<file path="src/rtl/core/srde_pkg.sv">
// ----------------------------------------------------------------------------
// srde_pkg - shared types, constants and helpers for the radix digit emitter
// Holds the register map, symbol codes, divider handshake structs and the
// alphabet lookup and validity check.
// ----------------------------------------------------------------------------
package srde_pkg;

    localparam int unsigned MAX_RADIX   = 16;
    localparam int unsigned VALUE_W     = 32;
    localparam int unsigned DIGIT_W     = 4;
    localparam int unsigned DIGIT_DEPTH = 32;
    localparam int unsigned RADIX_W     = 5;
    localparam int unsigned SYM_W       = 8;
    localparam int unsigned CFG_W       = 64;
    localparam int unsigned CFG_IDX_W   = 2;
    localparam int unsigned ALPHA_W     = 2 * CFG_W;
    localparam int unsigned COUNT_W     = $clog2(DIGIT_DEPTH + 1);

    // Quotient bits resolved per divider cycle, and the cycles per division
    localparam int unsigned DIV_BITS_PER_CYC = 8;
    localparam int unsigned DIV_CYCLES       = VALUE_W / DIV_BITS_PER_CYC;
    localparam int unsigned DIV_STEP_W       = $clog2(DIV_CYCLES);

    localparam logic [SYM_W-1:0] SYM_PLUS  = 8'h2B;
    localparam logic [SYM_W-1:0] SYM_MINUS = 8'h2D;

    // Configuration register indexes
    localparam logic [CFG_IDX_W-1:0] CFG_RADIX      = 2'd0;
    localparam logic [CFG_IDX_W-1:0] CFG_ALPHA_LOW  = 2'd1;
    localparam logic [CFG_IDX_W-1:0] CFG_ALPHA_HIGH = 2'd2;

    typedef struct packed {
        logic               start;
        logic [VALUE_W-1:0] dividend;
        logic [RADIX_W-1:0] divisor;
    } t_div_req;

    typedef struct packed {
        logic               done;
        logic [VALUE_W-1:0] quotient;
        logic [DIGIT_W-1:0] remainder;
    } t_div_rsp;

    // Symbol for one digit; alpha holds digit 0 in its low byte
    function automatic logic [SYM_W-1:0] symbol_of(
        input logic [DIGIT_W-1:0] d,
        input logic [ALPHA_W-1:0] alpha
    );
        return alpha[{d, 3'b000} +: SYM_W];
    endfunction

    // Radix in range, no sign symbol and no repeated symbol among those in use
    function automatic logic alphabet_ok(
        input logic [RADIX_W-1:0] radix,
        input logic [ALPHA_W-1:0] alpha
    );
        logic ok;
        ok = (radix >= RADIX_W'(2)) && (radix <= RADIX_W'(MAX_RADIX));
        for (int i = 0; i < MAX_RADIX; i++) begin
            if (RADIX_W'(i) < radix) begin
                if (symbol_of(DIGIT_W'(i), alpha) == SYM_PLUS ||
                    symbol_of(DIGIT_W'(i), alpha) == SYM_MINUS) begin
                    ok = 1'b0;
                end
                for (int j = i + 1; j < MAX_RADIX; j++) begin
                    if (RADIX_W'(j) < radix &&
                        symbol_of(DIGIT_W'(j), alpha) == symbol_of(DIGIT_W'(i), alpha)) begin
                        ok = 1'b0;
                    end
                end
            end
        end
        return ok;
    endfunction

endpackage

</file>
<file path="src/rtl/core/srde_div.sv">
// ----------------------------------------------------------------------------
// srde_div - iterative divider of a 32-bit magnitude by the radix
// Restoring division, eight quotient bits per cycle.
// ----------------------------------------------------------------------------
module srde_div (
    input  logic               i_clk,
    input  logic               i_rst_n,
    input  srde_pkg::t_div_req i_req,
    output srde_pkg::t_div_rsp o_rsp
);
    import srde_pkg::*;

    logic                  r_busy;
    logic                  r_done;
    logic [DIV_STEP_W-1:0] r_step;
    logic [VALUE_W-1:0]    r_dvd;
    logic [DIGIT_W-1:0]    r_rem;
    logic [VALUE_W-1:0]    n_dvd;
    logic [DIGIT_W-1:0]    n_rem;

    // Eight shift/compare/subtract steps on the narrow partial remainder
    always_comb begin
        logic [RADIX_W-1:0] t;
        logic               ge;
        n_dvd = r_dvd;
        n_rem = r_rem;
        for (int k = 0; k < DIV_BITS_PER_CYC; k++) begin
            t     = {n_rem, n_dvd[VALUE_W-1]};
            ge    = (t >= i_req.divisor);
            n_rem = ge ? DIGIT_W'(t - i_req.divisor) : DIGIT_W'(t);
            n_dvd = {n_dvd[VALUE_W-2:0], ge};
        end
    end

    always_ff @(posedge i_clk) begin
        if (!i_rst_n) begin
            r_busy <= 1'b0;
            r_done <= 1'b0;
            r_step <= '0;
        end else if (i_req.start) begin
            r_busy <= 1'b1;
            r_done <= 1'b0;
            r_step <= '0;
            r_dvd  <= i_req.dividend;
            r_rem  <= '0;
        end else if (r_busy) begin
            r_dvd  <= n_dvd;
            r_rem  <= n_rem;
            r_step <= r_step + 1'b1;
            if (r_step == DIV_STEP_W'(DIV_CYCLES - 1)) begin
                r_busy <= 1'b0;
                r_done <= 1'b1;
            end
        end else begin
            r_done <= 1'b0;
        end
    end

    assign o_rsp.done      = r_done;
    assign o_rsp.quotient  = r_dvd;
    assign o_rsp.remainder = r_rem;

endmodule

</file>
<file path="src/rtl/core/signed_radix_digit_emitter_top.sv">
// ----------------------------------------------------------------------------
// signed_radix_digit_emitter_top - signed integer to radix symbol string
// Converts a signed 32-bit value to alphabet symbols, most significant first.
// ----------------------------------------------------------------------------
// Usage:
//   Slave stream (s_axis) carries one signed 32-bit value per transfer.
//   Master stream (m_axis) carries one 8-bit symbol per transfer; tlast
//   marks the final symbol of a value. Negative values start with '-'.
//   The config port sets radix (index 0) and the 16-symbol alphabet
//   (indexes 1 and 2); write it only while the block is idle.
//   If the radix is outside 2..16 or the symbols in use contain '+', '-'
//   or a repeat, an accepted value produces no symbols at all.
// Operation:
//   Each digit takes one division in the shared divider, which restarts
//   on the quotient. Digits are pushed on a 32-deep stack, then popped
//   one symbol per cycle while the output register is free. The most
//   negative value in binary needs a sign and 32 digits.
//   tready is high only between items; the final symbol may still sit in
//   the output register while the next value is taken.
// Reset: clears config, state machine, stack count and output valid.
// Stall: a held output register simply pauses popping; nothing is lost.
// ----------------------------------------------------------------------------
module signed_radix_digit_emitter_top (
    input  logic                                  i_clk,
    input  logic                                  i_rst_n,
    // Slave stream: tdata = value[31:0] (signed)
    input  logic                                  i_s_axis_tvalid,
    output logic                                  o_s_axis_tready,
    input  logic signed [srde_pkg::VALUE_W-1:0]   i_s_axis_tdata,
    // Master stream: tdata = symbol[7:0]; tlast = last
    output logic                                  o_m_axis_tvalid,
    input  logic                                  i_m_axis_tready,
    output logic [srde_pkg::SYM_W-1:0]            o_m_axis_tdata,
    output logic                                  o_m_axis_tlast,
    // Configuration write port
    input  logic                                  i_cfg_we,
    input  logic [srde_pkg::CFG_IDX_W-1:0]        i_cfg_index,
    input  logic [srde_pkg::CFG_W-1:0]            i_cfg_wdata
);
    import srde_pkg::*;

    typedef enum logic [1:0] {
        S_IDLE,
        S_DIV,
        S_EMIT
    } t_state;

    t_state                           r_state;
    logic [RADIX_W-1:0]               r_radix;
    logic [ALPHA_W-1:0]               r_alpha;
    logic [DIGIT_DEPTH*DIGIT_W-1:0]   r_stack;
    logic [COUNT_W-1:0]               r_count;
    logic                             r_neg;
    logic                             r_ovalid;
    logic [SYM_W-1:0]                 r_osym;
    logic                             r_olast;

    t_div_req                         div_req;
    t_div_rsp                         div_rsp;

    logic                             s_accept;
    logic                             cfg_ok;
    logic [VALUE_W-1:0]               in_mag;
    logic                             more_digits;
    logic                             out_free;

    assign o_s_axis_tready = (r_state == S_IDLE);
    assign s_accept        = i_s_axis_tvalid && o_s_axis_tready;
    assign cfg_ok          = alphabet_ok(r_radix, r_alpha);

    // Magnitude in unsigned arithmetic: the most negative value maps to 2^31
    assign in_mag = i_s_axis_tdata[VALUE_W-1] ? (VALUE_W'(0) - VALUE_W'(i_s_axis_tdata))
                                               : VALUE_W'(i_s_axis_tdata);

    // Keep dividing while the quotient is nonzero and the stack has room
    assign more_digits = (div_rsp.quotient != '0) &&
                         (r_count != COUNT_W'(DIGIT_DEPTH - 1));

    assign out_free = !r_ovalid || i_m_axis_tready;

    always_comb begin
        div_req.divisor = r_radix;
        if (r_state == S_IDLE) begin
            div_req.start    = s_accept && cfg_ok;
            div_req.dividend = in_mag;
        end else begin
            div_req.start    = (r_state == S_DIV) && div_rsp.done && more_digits;
            div_req.dividend = div_rsp.quotient;
        end
    end

    srde_div u_div (
        .i_clk   (i_clk),
        .i_rst_n (i_rst_n),
        .i_req   (div_req),
        .o_rsp   (div_rsp)
    );

    always_ff @(posedge i_clk) begin
        if (!i_rst_n) begin
            r_state  <= S_IDLE;
            r_radix  <= '0;
            r_alpha  <= '0;
            r_count  <= '0;
            r_neg    <= 1'b0;
            r_ovalid <= 1'b0;
        end else begin
            // Config writes; unknown indexes drop
            if (i_cfg_we) begin
                unique case (i_cfg_index)
                    CFG_RADIX:      r_radix <= RADIX_W'(i_cfg_wdata);
                    CFG_ALPHA_LOW:  r_alpha[CFG_W-1:0] <= i_cfg_wdata;
                    CFG_ALPHA_HIGH: r_alpha[ALPHA_W-1:CFG_W] <= i_cfg_wdata;
                    default: ;
                endcase
            end

            // Drain the output register outside emission; while emitting,
            // a taken symbol is replaced by the next one below
            if (r_ovalid && i_m_axis_tready && (r_state != S_EMIT)) begin
                r_ovalid <= 1'b0;
            end

            unique case (r_state)
                S_IDLE: begin
                    // A bad alphabet swallows the value with no symbols
                    if (s_accept && cfg_ok) begin
                        r_neg   <= i_s_axis_tdata[VALUE_W-1];
                        r_count <= '0;
                        r_state <= S_DIV;
                    end
                end
                S_DIV: begin
                    // Push the new least significant digit
                    if (div_rsp.done) begin
                        r_stack <= {r_stack[(DIGIT_DEPTH-1)*DIGIT_W-1:0], div_rsp.remainder};
                        r_count <= r_count + 1'b1;
                        if (!more_digits) begin
                            r_state <= S_EMIT;
                        end
                    end
                end
                S_EMIT: begin
                    if (out_free) begin
                        r_ovalid <= 1'b1;
                        if (r_neg) begin
                            r_osym  <= SYM_MINUS;
                            r_olast <= 1'b0;
                            r_neg   <= 1'b0;
                        end else begin
                            // Pop the most significant remaining digit
                            r_osym  <= symbol_of(r_stack[DIGIT_W-1:0], r_alpha);
                            r_olast <= (r_count == COUNT_W'(1));
                            r_stack <= r_stack >> DIGIT_W;
                            r_count <= r_count - 1'b1;
                            if (r_count == COUNT_W'(1)) begin
                                r_state <= S_IDLE;
                            end
                        end
                    end
                end
                default: r_state <= S_IDLE;
            endcase
        end
    end

    assign o_m_axis_tvalid = r_ovalid;
    assign o_m_axis_tdata  = r_osym;
    assign o_m_axis_tlast  = r_olast;

    // Stack never overfills
    a_count_bound: assert property (@(posedge i_clk) disable iff (!i_rst_n)
        r_count <= COUNT_W'(DIGIT_DEPTH))
        else $error("digit stack count out of range");

    // Divider results only arrive while the sequencer is dividing
    a_done_in_div: assert property (@(posedge i_clk) disable iff (!i_rst_n)
        div_rsp.done |-> (r_state == S_DIV))
        else $error("divider done outside division");

    // A value taken under a good config blocks further input on the next cycle
    a_busy_after_take: assert property (@(posedge i_clk) disable iff (!i_rst_n)
        (s_accept && cfg_ok) |=> !o_s_axis_tready)
        else $error("input ready right after taking a value");

    // A freshly loaded last symbol leaves no digits or sign behind
    a_last_clean: assert property (@(posedge i_clk) disable iff (!i_rst_n)
        (r_state == S_EMIT && out_free && !r_neg && r_count == COUNT_W'(1))
        |=> (r_olast && r_count == '0 && !r_neg))
        else $error("last symbol issued with digits pending");

endmodule
</file>
<file path="config.mk">
export PLATFORM = sky130hd
export DESIGN_NAME = signed_radix_digit_emitter_top
export DESIGN_NICKNAME = d
export VERILOG_FILES = /design/src/rtl/core/srde_pkg.sv /design/src/rtl/core/srde_div.sv /design/src/rtl/core/signed_radix_digit_emitter_top.sv
export SDC_FILE = /design/constraint.sdc
export NUM_CORES = 1
export LEC_CHECK = 0
export ABC_AREA = 0
export BUFFER_PORTS_ARGS = -buffer_cell sky130_fd_sc_hd__clkbuf_2
export CAP_MARGIN = 20
export CORE_ASPECT_RATIO = 1.1
export CORE_MARGIN = 5
export CORE_UTILIZATION = 25
export CTS_BUF_LIST = sky130_fd_sc_hd__clkbuf_2 sky130_fd_sc_hd__clkbuf_4 sky130_fd_sc_hd__clkbuf_8
export DETAILED_ROUTE_END_ITERATION = 7
export PLACE_DENSITY = 0.45
export SLEW_MARGIN = 40
export SYNTH_ARGS = -nofsm -noshare
export SYNTH_HDL_FRONTEND = slang
export SYNTH_SLANG_ARGS = --single-unit
</file>
<file path="constraint.sdc">
create_clock -name i_clk -period 12.3 [get_ports i_clk]
set_input_delay 2.46 -clock i_clk [delete_from_list [all_inputs] [get_ports i_clk]]
set_output_delay 2.46 -clock i_clk [all_outputs]
set_load 0.01 [all_outputs]
</file>
==> metrics <==
ratio of cells with drive above 1 in the final layout=0.199; TritonCTS clock tree=built; Achievable Freq=85.8 MHz; Most used DFF post-synth=edfxtp_1; drt first pass iters=6; worst relative slew slack=0.381; num ports=114; number of H-tree branching levels=2; cell family with the largest share of critical-path delay=compound AO/OA/AOI/OAI gates; EDFF count, synth=173; setup slack, reg-to-reg=0.64 ns; register bit total from synthesis=320; post-route setup TNS=0 ns; origin of the critical flop-to-flop path=u_div.r_rem[0]; wire length after detailed routing=114000 µm; initial core utilization=0.252; mapped cell area=28700 µm²; Clk Latency, worst-skew pair=0.71 ns; HPWL reported at the end of detailed placement=70800 µm; area enclosed by the die boundary=122000 µm²; total gr overflow=0; clock sinks=320; LEAKAGE=0.0121 µW; Synth Net Count=3325; buffering stage count on the worst path with inverters included=6; detail-routed via count per cell=5.13; width of the die=333 µm; minimum clock period after layout=11.66 ns; overall via count from detail_route=24200; CTS Hold Bufs=0; Remaining DRCs=0; Hold Startpoint=r_alpha[105]; critical path start-end classification=reg2reg; cell count of the worst reg-to-reg path=66; global-route wire length before repair=165000 µm; clock slew seen by the registers of the worst setup and hold paths=0.06 ns; maximum number of pins on one net before global-route repair=77; synthesized instance count=3165; status=completed; die height=366 µm; number of global-route vias before repair=23500; Post-DRT Antenna Nets=0; proportion of synthesized chip area in sequential cells=0.283; Iteration-0 DRC Markers=2214; number of max-capacitance violations reported=0; worst stage delay on the critical path=0.41 ns; period utilisation layout=0.948; ratio of total power to cell area=310 nW/µm²; antenna violations before repair=15; IR drop worst, VDD=1.27 mV; worst setup skew after layout=0.0279 ns; path type of the worst min-delay path=reg2reg; Layout area overhead=12.3%; arrival time at the worst endpoint=12.09 ns; Mean Syn Cell Area=9.08 µm²; hold_ws=0.452 ns; Clock Tree Buf Depth=3; IO buf count=113; number of library cell types mapped by synthesis=74; Fin. Hold Viols=0; cell mode on critical path=o21ai_1; GRT Resource Usage Total=0.178; routed length per instance=24.2 µm; placeable core region=114000 µm²; Synth async-reset ratio=0; worst hold path stage count=2; worst r2r dst=u_div.r_rem[3]; Layout Cells excl Fill=4724; row count=130; root buffer cell=clkbuf_8; RSZ-0062 raised after global routing=false; number of nets in the final layout=3320; count of synthesis-stage warnings from yosys=0; number of pins exceeding their max-slew limit in the final report=0; CP max-delay cell=edfxtp_1; actual transition at the worst max-transition pin=0.929 ns; final weighted congestion in routability-driven placement=0.926; sort of element at the start of the critical path=flip-flop; Data required, critical path=12.74 ns; count of placed standard cells including taps=4608; crit path max fanout=7; setup violators final=0; endpoint class of the critical path=flip-flop; worst hold endpoint=r_alpha[105]; total clock buffers created by CTS=55
==> cell families (layout without fill, tap and decap cells) <==
kind of cell / after synthesis / after routing / synth area share
multiplexers: 200 / 200 / 0.0934
other: 0 / 7 / 0
AND/OR/NAND/NOR: 826 / 826 / 0.149
flip-flops: 320 / 320 / 0.283
XOR/XNOR: 1022 / 1022 / 0.312
buffers and inverters: 410 / 444 / 0.0662
adder cells (fa/ha/maj): 57 / 57 / 0.0269
AO/OA/AOI/OAI: 330 / 330 / 0.0693
==> Yosys cell counts, types with 9 or more instances <==
cell,instances,area (µm²)
a21o_1,14,105
a21oi_1,151,756
a31oi_1,36,225
buf_1,27,101
buf_2,229,1150
buf_4,10,75.1
clkbuf_1,82,308
dfxtp_1,147,2940
edfxtp_1,173,5190
ha_1,49,613
inv_1,55,206
mux2_2,140,1580
mux2i_1,15,150
mux4_2,40,901
nand2_1,293,1100
nand2b_1,13,81.3
nand3_1,59,295
nand4_1,151,945
nand4b_1,9,78.8
nor2_1,38,143
nor2b_1,18,113
nor3_1,68,340
nor4_1,118,738
o21ai_0,61,305
o31ai_1,15,113
o41ai_1,9,78.8
xnor2_1,638,5590
xor2_1,384,3360
==> worst register-to-register path, delay by kind of cell (launching register included) <==
family / cells / cell delay, ns
buffers and inverters: 6 / 0.53
AO/OA/AOI/OAI: 26 / 4.15
AND/OR/NAND/NOR: 18 / 2.05
flip-flops: 1 / 0.41
adder cells (fa/ha/maj): 8 / 1.83
multiplexers: 8 / 2.44
==> registers in the layout (all words and copies together) (netlist names) <==
name and cells:
o_m_axis_tvalid 1, u_div.r_rem 4, r_count 6, o_m_axis_tlast 1, r_stack 128, r_radix 5
u_div.r_busy 1, o_m_axis_tdata 8, r_alpha 128, r_neg 1, u_div.r_step 2, u_div.r_dvd 32
u_div.r_done 1, r_state 2
==> how the worst max path moves through the flow <==
stage / start / cells past startpoint / endpoint / slack, ns
2_1_floorplan: r_radix[1] / 72 / u_div.r_dvd[0] / 0.01
3_3_place_gp: u_div.r_rem[0] / 68 / u_div.r_rem[3] / -0.16
3_5_place_dp: u_div.r_rem[0] / 68 / u_div.r_rem[3] / -0.15
4_1_cts: u_div.r_rem[0] / 68 / u_div.r_rem[3] / 0.04
5_1_grt: u_div.r_rem[0] / 68 / u_div.r_rem[3] / 0.006
6_report: u_div.r_rem[0] / 66 / u_div.r_rem[3] / 0.64
==> per-layer routing <==
metal,global-route usage,part of all wire,vias to the layer above
met5,0,0.00046,-
met4,0.0888,0.055,8
met3,0.0378,0.085,325
met2,0.283,0.44,1140
met1,0.231,0.42,11900
li1,-,-,10900
==> layout make-up <==
cell class,count,area (µm²)
timing repair buffer,291,1940
inverter,57,219
multi-input combinational,2435,18900
fill,12200,81900
antenna,7,17.5
clock inverter,12,119
clock buffer,84,993
tap,1518,1900
sequential,320,8140
==> through the flow <==
step | cell area [µm²] | total power, µW | utilization | setup WS, ns
detailed placement | 30800 | 7240 | 0.270 | -0.149
finish | 32200 | 10000 | 0.282 | 0.644
CTS | 32000 | 8520 | 0.280 | 0.0392
global placement | 30800 | 7130 | 0.270 | -0.161
global route | 32200 | 10900 | 0.282 | 0.00632
floorplan | 28700 | 6150 | - | 0.0101
==> power breakdown <==
group	internal (µW)	leakage, µW	switching [µW]	total [µW]
Sequential	1470	0.00276	32.4	1500
Combinational	3970	0.00877	3500	7470
Clock	540	0.000599	484	1020
==> cells in the final DEF, fill, tap and decap left out, types with 49 or more instances in the layout <==
cell        n
xnor2_1   638
xor2_1    384
nand2_1   293
edfxtp_1  173
buf_4     170
nand4_1   151
a21oi_1   149
dfxtp_1   142
mux2_2    135
nor4_1    118
clkbuf_2  113
nor3_1     68
nand3_1    59
clkbuf_8   58
o21ai_0    49
==> timing repair <==
item | CTS | global route
setup buffers | 2 | 11
endpoints found under the setup margin | 5 | 5
resized for setup | 4 | 43
pin swaps | 1 | 27
(Power assumes the default switching activity.)
